**config.mk**
```make
export PLATFORM = sky130hd
export DESIGN_NAME = lcaq_enter
export DESIGN_NICKNAME = d
export VERILOG_FILES = /design/src/design/lcaq_pkg.sv /design/src/design/lcaq_enter.sv
export SDC_FILE = /design/constraint.sdc
export NUM_CORES = 1
export LEC_CHECK = 0
export BUFFER_PORTS_ARGS = -buffer_cell sky130_fd_sc_hd__buf_2
export CORE_UTILIZATION = 48
export DETAILED_ROUTE_END_ITERATION = 8
export PLACE_DENSITY_LB_ADDON = 0.05
export SYNTH_ARGS = -nofsm -noshare
export SYNTH_HDL_FRONTEND = slang
export SYNTH_SLANG_ARGS = --single-unit
```
**constraint.sdc**
```tcl
create_clock -name vclk -period 4.8
set_clock_uncertainty 0.2 [all_clocks]
set_input_delay 0.96 -clock vclk [all_inputs]
set_output_delay 0.96 -clock vclk [all_outputs]
set_load 0.05 [all_outputs]
```
**src/design/lcaq_pkg.sv**
```systemverilog
// ---------------------------------------------------------------------------
// lcaq_pkg
// Shared types, constants and label bit functions for the lca query engine.
// ---------------------------------------------------------------------------
package lcaq_pkg;

    localparam int NODE_W      = 10;
    localparam int PAR_W       = 11;
    localparam int IN_TDATA_W  = 72;
    localparam int OUT_TDATA_W = 16;
    localparam int OUTQ_DEPTH  = 8;
    localparam int OUTQ_AW     = 3;

    typedef logic [NODE_W-1:0] t_node;

    typedef enum logic {
        OP_LOAD  = 1'b0,
        OP_QUERY = 1'b1
    } t_opcode;

    // strip entry decision for one node
    typedef struct packed {
        logic  direct;
        t_node idx;
    } t_enter;

    function automatic t_node neg_lbl(t_node v);
        return ~v + t_node'(1);
    endfunction

    function automatic t_node low_bit(t_node v);
        return v & neg_lbl(v);
    endfunction

    // each bit decided on its own: set only if nothing above it is set
    function automatic t_node high_bit(t_node v);
        t_node r;
        r = '0;
        for (int b = 0; b < NODE_W; b++) begin
            r[b] = v[b] && ((v >> (b + 1)) == t_node'(0));
        end
        return r;
    endfunction

endpackage

```
**src/design/lcaq_enter.sv**
```systemverilog
// ---------------------------------------------------------------------------
// lcaq_enter
// Strip entry decision: node already in strip, or head table index to use.
// ---------------------------------------------------------------------------
module lcaq_enter
    import lcaq_pkg::*;
(
    input  t_node  i_lab,
    input  t_node  i_asc,
    input  t_node  i_hz,
    output t_enter o_enter
);

    t_node w_mask;
    t_node w_jump;

    assign w_mask = i_asc & (i_hz - t_node'(1));
    assign w_jump = high_bit(w_mask);

    assign o_enter.direct = (low_bit(i_lab) == i_hz);
    assign o_enter.idx    = (i_lab & neg_lbl(w_jump)) | w_jump;

endmodule

```
==> flow_summary.ini <==
[floorplanning]
die_h_um = 41.8
initial_core_util_pct = 54.9
rows = 13
core_um2 = 1380
dieArea_um2 = 1750
io_pins = 41
die_x_um = 41.8

[drt]
drt-vias-per-instance = 6.31
drc = 0
post_drt_wl_per_cell_um = 13.9
drt_iter0_drc = 32
via_count = 1098
wl_um = 2430
drtPass1Iterations = 4
ant_nets = 0

[logic_synthesis]
ys_types = 54
synthAdderAreaFrac_pct = 3.29
synth_seq_area_share_pct = 0
synth_top_cell_area_share_pct = 4.94
syn_nets = 143
syn_avg_cell_area_um2 = 6.84
synth-simple-area-share_pct = 43.2
synth-compound-area-share_pct = 39.0
syn_inst = 111
synth_mux_area_share_pct = 2.80
synth_xor_area_share_pct = 3.46
synth_top_family_by_area = simple AND/OR/NAND/NOR gates
yosysTopAreaCell = nor2_1
netlist_area_um2 = 759
yosysWarnings = 0
synth_area_leaders = nor2_1 4.9%, or4_4 4.4%, a21oi_1 4.0%, nor3_1 4.0%, nand2_1 4.0%

[finish]
fillers = 105
drive_gt1_share_pct = 44.0
clock_buffers = 0
nFlopsAndLatches = 0
fin_util_pct = 78.2
multiInputGateArea_um2 = 729
diodes = 0
final_nets = 193
seqCellArea_um2 = 0
area_growth_pct = 42.3

[timing]
min_period_ps = 4700
worstMarginPinSlew_ps = 433
fin_ws_ps = 104
hold_ws_ps = 2140
finalSetupViolCount = 0
fmax_mhz = 213
slew_headroom_pct = 70.7
setup_tns_ps = 0
finalHoldViolCount = 0
slew_violations = 0
period_share_pct = 97.8

[grt]
antenna_found_initial = 0
grt_max_degree = 11
grt-ovfl-total = 0
grt_pass1_vias = 1013
grt.total_usage_pct = 27.6
grt_pass1_wl_um = 4000

[worst_hold_path]
hold-path-endpoint = o_enter[8]
hold_start = i_lab[8]
hp-class = in -> out
worstHoldPathCells = 3

[power]
cellLeakagePower_nw = 0.477
intPower_w = 0.0000477
p_clk_share_pct = 0
combPwrFrac_pct = 100.0
ir_drop_mv = 0.0523
p_per_area_nw_per_um2 = 110
netSwitchingFraction_pct = 59.8
pwr-share-seq_pct = 0
switchingPower_w = 0.0000709

[critical_path]
worstPathCellList = buf_2 -> inv_1 -> ha_1 -> or3b_1 -> and3_4 -> or4_4 -> a21oi_2 -> nor2b_4 -> nand2_1 -> ha_2 -> o22ai_1 -> a31o_2 -> buf_6
crit_cells = 13
slowest_stage = or4_4
critPathMaxFanout = 5
crit_family = simple AND/OR/NAND/NOR gates
arrival_ps = 3540
crit_type = in -> out
path_buf_inv = 3
cp-end-kind = output port
crit_path_start_kind = input port
critical_path.max_stage_delay_ps = 540
required_ps = 3640

[placed_design]
numPortBuffers = 41
gp_congestion = 0.844
dpl.hpwl_um = 2020
pre_cts_slack_ps = -37.7

[job]
maxCapViolations = 0

[status]
outcome = complete, no violations
## synthesized netlist by cell type (2+ instances only)
master,instances
a21oi_1,6
a31oi_1,3
and2_1,3
buf_2,2
buf_6,2
ha_1,2
inv_1,7
nand2_1,8
nand2b_1,2
nand3_1,3
nand3b_1,2
nand4b_1,2
nor2_1,10
nor2b_1,2
nor3_1,6
o21a_1,2
o21ai_0,4
o21ai_1,2
o2bb2ai_1,2
o31ai_1,3
o41ai_1,2
or4_4,3
xor2_1,2
## tightest hold or removal path: cells and delay by family
family / cells / cell delay [ps]
buf+inv: 2 / 260
compound gates: 1 / 150
## metrics by stage
stage / area (um^2) / total power, W / instances
6_report: 1080 / 0.000119 / 174
2_1_floorplan: 785 / 0.0000747 / 111
4_1_cts: 1060 / 0.000114 / 173
5_1_grt: 1080 / 0.000128 / 174
3_3_place_gp: 1050 / 0.000110 / 173
3_5_place_dp: 1050 / 0.000113 / 173
## timing repair
item                       4_1_cts  5_1_grt
setup endpoints to repair        1        5
buffers inserted                 0        1
gates resized for setup          1        5
hold buffers                     0        0
## power groups by stage
stage	logic, W	registers (W)	clock network (W)
after global placement	0.000110	0	0
after detailed placement	0.000113	0	0
after floorplan	0.0000747	0	0
final	0.000119	0	0
after CTS	0.000114	0	0
after global routing	0.000128	0	0
## metal layers
metal	GRT usage [%]	up-vias	routed length [um]
met5	0	-	0
met4	8.39	0	23
met3	1.30	2	165
met2	55.0	59	1260
met1	30.3	506	977
li1	-	531	-
## cell type report
cell class	instances	area share, %
tap	15	1.74
multi-input combinational	99	67.5
timing repair buffer	53	28.4
inverter	7	2.43
## cells by family (layout without fill, tap and decap cells)
kind of cell,Yosys count,after routing
XOR/XNOR,3,3
multiplexers,2,2
AND/OR/NAND/NOR,52,52
buffers and inverters,12,60
adder cells (fa/ha/maj),2,2
AO/OA/AOI/OAI,40,40
## how the worst max path moves through the flow
stage | start | to | slack, ps
3_5_place_dp | i_hz[0] | o_enter[8] | -40
5_1_grt | i_hz[0] | o_enter[4] | -10
4_1_cts | i_hz[0] | o_enter[8] | 10
3_3_place_gp | i_hz[0] | o_enter[8] | 70
6_report | i_hz[0] | o_enter[8] | 100
2_1_floorplan | i_lab[2] | o_enter[10] | 10
## cells in the final DEF, fill, tap and decap left out, types with 2 or more instances in the layout
master     synthesis  routed
nand2b_1           2       2
nand3b_1           2       2
o31ai_1            3       3
a21oi_1            6       6
nor2_1            10      10
xor2_1             2       2
o41ai_1            2       2
o2bb2ai_2          0       2
o21ai_0            4       4
clkbuf_4           0       2
and2_1             3       3
nor2b_1            2       2
nand4b_1           2       2
buf_2              2      38
nor3_1             6       6
a31oi_1            3       3
nand3_1            3       3
o21ai_1            2       2
or4_4              3       3
inv_1              7       7
nor3b_2            1       2
buf_4              0      12
o21a_1             2       2
nand2_1            8       8
Power figures use the tool's default switching activity.
