==> src/design/lcaq_pkg.sv <==
// ---------------------------------------------------------------------------
// lcaq_pkg
// Shared types, constants and label bit functions for the lca query engine.
// ---------------------------------------------------------------------------
package lcaq_pkg;

    localparam int NODE_W      = 10;
    localparam int PAR_W       = 11;
    localparam int IN_TDATA_W  = 72;
    localparam int OUT_TDATA_W = 16;
    localparam int OUTQ_DEPTH  = 8;
    localparam int OUTQ_AW     = 3;

    typedef logic [NODE_W-1:0] t_node;

    typedef enum logic {
        OP_LOAD  = 1'b0,
        OP_QUERY = 1'b1
    } t_opcode;

    // strip entry decision for one node
    typedef struct packed {
        logic  direct;
        t_node idx;
    } t_enter;

    function automatic t_node neg_lbl(t_node v);
        return ~v + t_node'(1);
    endfunction

    function automatic t_node low_bit(t_node v);
        return v & neg_lbl(v);
    endfunction

    // each bit decided on its own: set only if nothing above it is set
    function automatic t_node high_bit(t_node v);
        t_node r;
        r = '0;
        for (int b = 0; b < NODE_W; b++) begin
            r[b] = v[b] && ((v >> (b + 1)) == t_node'(0));
        end
        return r;
    endfunction

endpackage

==> src/design/lcaq_fifo.sv <==
// ---------------------------------------------------------------------------
// lcaq_fifo
// Small result queue between the pipeline and the output stream.
// ---------------------------------------------------------------------------
module lcaq_fifo
    import lcaq_pkg::*;
(
    input  logic  i_clk,
    input  logic  i_rst_n,
    input  logic  i_push,
    input  t_node i_data,
    output logic  o_valid,
    input  logic  i_ready,
    output t_node o_data
);

    t_node              r_mem [OUTQ_DEPTH];
    logic [OUTQ_AW-1:0] r_wr;
    logic [OUTQ_AW-1:0] r_rd;
    logic [OUTQ_AW:0]   r_cnt;
    logic               w_pop;

    assign o_valid = (r_cnt != '0);
    assign w_pop   = o_valid && i_ready;
    assign o_data  = r_mem[r_rd];

    always_ff @(posedge i_clk) begin
        if (i_push) begin
            r_mem[r_wr] <= i_data;
        end
    end

    always_ff @(posedge i_clk) begin
        if (!i_rst_n) begin
            r_wr  <= '0;
            r_rd  <= '0;
            r_cnt <= '0;
        end else begin
            if (i_push) begin
                r_wr <= r_wr + OUTQ_AW'(1);
            end
            if (w_pop) begin
                r_rd <= r_rd + OUTQ_AW'(1);
            end
            r_cnt <= r_cnt + (OUTQ_AW+1)'(i_push) - (OUTQ_AW+1)'(w_pop);
        end
    end

endmodule
==> config.mk <==
export PLATFORM = sky130hd
export DESIGN_NAME = lcaq_fifo
export DESIGN_NICKNAME = d
export VERILOG_FILES = /design/src/design/lcaq_pkg.sv /design/src/design/lcaq_fifo.sv
export SDC_FILE = /design/constraint.sdc
export NUM_CORES = 1
export LEC_CHECK = 0
export BUFFER_PORTS_ARGS = -buffer_cell sky130_fd_sc_hd__buf_4
export CORE_UTILIZATION = 59
export CTS_CLUSTER_DIAMETER = 30
export DETAILED_ROUTE_END_ITERATION = 8
export PLACE_DENSITY = 0.78
export SYNTH_ARGS = -nofsm -noshare
export SYNTH_HDL_FRONTEND = slang
export SYNTH_SLANG_ARGS = --single-unit
==> constraint.sdc <==
create_clock -name i_clk -period 2.4 [get_ports i_clk]
set_input_delay 0.24 -clock i_clk [delete_from_list [all_inputs] [get_ports i_clk]]
set_output_delay 0.24 -clock i_clk [all_outputs]
set_load 0.03 [all_outputs]
==> results <==
- The wire length of the first global-routing pass is 9.56 mm.
- The number of cells on the worst reg-to-reg path is 9.
- The floorplan step defined a die boundary enclosing 6670 µm².
- Setup repair after global routing left no endpoint under its margin.
- The worst max-slew margin expressed relative to the limit is 62.2%.
- In this run the critical register-to-register path is captured at r_cnt[1].
- The per-cell routed wire length is roughly 20 µm.
- The standard-cell row count is 28.
- The vertical die dimension is 81.7 µm.
- The total congestion overflow is 0.
- The flow ran to the end, and the final reports show no timing, DRC or antenna violations.
- Synthesis inferred 93 register bits.
- The initial antenna violation count is 0.
- In this run, the number of DRC markers left after iteration 0 of detailed routing was 92.
- The count of cells in the finished layout, fillers not included, comes to 309.
- The library cell used most frequently in the layout, excluding fill and tap cells, is edfxtp_1.
- The deepest level of the CTS H-tree is 3.
- The area of the core region is around 6000 µm².
- The path category of the worst min-delay check is in2reg.
- The highest achievable clock rate is 443 MHz.
- Counting the buffers created by CTS gives 9.
- The post-synth net total is approximately 210.
- Sequential elements use a little under three quarters of the synthesized area.
- The proportion of power drawn by the clock network is 30.6%.
- The worst setup path is of the reg2out kind.
- The detailed-route wire length is 6.19 mm.
- The number of placed cells counting well taps is slightly below 300.
- Of the available clock period, the critical path in the final layout requires 94.1%.
- The distinct cell type count of the synthesized netlist is 25.
- In this run the power spent charging and discharging nets is 0.00101 W.
- The worst setup path is launched from a flip-flop.
- The mean cell area of the mapped netlist is between 20 and 25 µm².
- The shortest period the worst path allows is 2260 ps.
- The critical path goes through buf_6 -> mux4_1 -> mux2_2 -> buf_4.
- The detail route stage leaves a number of antenna-violating nets equal to 0.
- The worst slack after detailed placement is roughly 260 ps.
- The startpoint identified for the worst register-to-register timing path is r_cnt[2].
- In the layout the commonest cells are edfxtp_1, buf_4, mux4_1.
- TritonCTS built the clock tree.
- Per report_power, the combinational group accounts for 21.1% of the total.
- The worst stage delay on the critical path is 610 ps.
- The post-route netlist has 27.8% of its cells at a drive strength greater than 1.
- The critical hold path startpoint is i_data[2].
- Using the TritonRoute via totals, the vias-per-cell ratio works out to 5.79.
- The post-synthesis instance total is 187.
- The total stage count of the critical path is 4.
- Max-cap violations in this run came to 0.
- The final weighted congestion in routability-driven placement is 0.812.
- The global-route total usage across every layer is 21.4%.
- For this design, the sink count on the clock tree is 93.
- The share of total power consumed by net switching is 25.5%.
- For this configuration, the core starts out at a cell density of a little over 60%.
- The flop-to-flop setup slack is 250 ps.
- The post-synthesis instance area is 3740 µm².
- For the pin with the worst max-slew slack, the measured transition is 567 ps.
- The latest clock arrival within the worst-skew pair is 360 ps.
- The largest driver fanout on the critical path is 20.
- The internal power summed over all cells is 0.00293 W.
- The via count is 1,788.
- At the worst endpoint, the required time is 2160 ps.
- In this run, flip-flops and latches consume approximately half of the power.
- Setup violations remaining at the end of the flow were counted as 0.
- In this run the deepest clock path goes through 2 buffers.
- Among all stages on the critical path, the largest delay is contributed by mux4_1.
- The antenna cell count is 0.
- Detailed placement finished with a half-perimeter wire length of 3.97 mm.
- The final-stage net count is 250.
- The root buffer cell chosen for the clock tree is clkbuf_8.
- The critical path ends at o_data[3].
- The power density normalized to cell area is 912 nW/µm².
- The endpoint class of the critical path is a primary output.
- The detailed-router iteration count before antenna repair is 4.
- From synthesis to final layout, the design area changed by 15.4%.
- The smallest setup slack after layout is 143 ps.
- The floorplan step set the die width to ~82 µm.
- The clock edge transition at the registers on the reported setup and hold paths is around 90 ps.
- The max-slew violation total from the final report is 0.
- The design draws 0.00394 W.
- 25 I/O pins were placed.
- The number of warnings printed during yosys synthesis is 0.
- Counting the fill cells in the layout gives 375.
- The count of input and output buffers is 24.
- The largest net degree at the start of global routing is 21.
- The via count of the first global-routing pass was 1,841.
- The setup skew after layout is approximately 4.8 ps.
- The arrival time reported for the critical path endpoint is 2020 ps.
- The number of hold violations in the final report is 0.
- The worst IR drop on VDD is 0.000664 V.
- In the routed design, unresolved DRC markers number 0.
- The gate family responsible for the most delay along the worst path is multiplexers.
- The total buffers and inverters traversed by the critical path is 2.
- Adding up every negative setup slack in the final design gives 0 ps.
- In this run the static leakage power is 1.54 nW.
-- power groups by stage --
stage	Combinational (W)	Sequential (W)	Clock, W
6_report	0.000830	0.00190	0.00121
5_1_grt	0.000907	0.00192	0.00129
4_1_cts	0.000841	0.00190	0.00122
3_5_place_dp	0.000836	0.00194	0
3_3_place_gp	0.000794	0.00194	0
2_1_floorplan	0.000622	0.00191	0
-- cell usage after synthesis --
master,count,area share (%)
mux4_1,20,14
nand2_1,8,0.80
and2_1,4,0.67
a21o_1,1,0.20
inv_1,4,0.40
dfxtp_1,13,6.9
nor2b_1,2,0.33
nor2_1,7,0.70
nand2_2,1,0.17
mux2i_1,9,2.4
or2_2,1,0.17
mux2_2,10,3.0
buf_6,2,0.60
or3b_2,1,0.23
a21oi_1,1,0.13
buf_1,1,0.10
ha_1,6,2.0
clkbuf_1,3,0.30
nor3_1,2,0.27
nand3_1,1,0.13
edfxtp_1,80,64
xor2_1,1,0.23
xnor2_1,2,0.47
fa_1,1,0.53
nand2b_1,6,1.0
-- worst min path at each step --
stage / to / slack [ps] / cells after the start
5_1_grt: r_mem[0][4] / 90 / 1
3_3_place_gp: r_rd[2] / 460 / 2
6_report: r_mem[2][2] / 110 / 1
4_1_cts: r_mem[1][4] / 100 / 1
2_1_floorplan: r_mem[0][0] / 340 / 0
3_5_place_dp: r_mem[4][2] / 480 / 1
-- layer usage --
metal / up-vias / track usage, % / share of wire (%)
met5: - / 0 / 0
met4: 0 / 7.89 / 1.6
met3: 9 / 6.44 / 3.8
met2: 33 / 36.0 / 51
met1: 911 / 26.3 / 44
li1: 835 / - / -
-- through the flow --
stage / utilization, % / hold WS [ps] / area, µm²
6_report: 71.7 / 111 / 4320
5_1_grt: 71.7 / 91.5 / 4320
4_1_cts: 71.6 / 102 / 4320
3_5_place_dp: 67.7 / 478 / 4080
3_3_place_gp: 67.7 / 462 / 4080
2_1_floorplan: - / 339 / 3740
-- layout make-up --
type                       instances  area, µm²  area share, %
sequential                        93       2660           61.6
multi-input combinational         84       1030           23.8
tap                               75       93.8           2.17
clock inverter                     7        114           2.64
timing repair buffer              37        282           6.52
inverter                           4       15.0          0.348
clock buffer                       9        124           2.87
-- state kept, by name, summed over array words and instances, names as in the netlist, named ones only --
signal  flops
r_rd        3
r_cnt       4
r_wr        3
r_mem      80
-- worst register-to-register path, delay by kind of cell, from the launching register on --
kind                       cells  cell delay, ps
and+or+nand+nor                3             790
adders and majority gates      3             750
DFF                            1             310
buffers and inverters          2             140
muxes                          1             100
-- cell families (layout without fill, tap and decap cells) --
logic type	Yosys count	count (layout)	share of synthesized area, %
flip-flops	93	93	71.1
multiplexers	39	39	19.4
AND/OR/NAND/NOR	33	33	4.48
buffers and inverters	10	57	1.40
adder cells (fa/ha/maj)	7	7	2.54
XOR/XNOR	3	3	0.702
AO/OA/AOI/OAI	2	2	0.334
-- what timing repair did --
item / in CTS / in global routing
gates resized for setup: 0 / 1
setup buffers: 0 / 0
hold buffers: 0 / 0
endpoints found under the setup margin: 0 / 1
No activity file was read; power rests on OpenSTA's default activity.
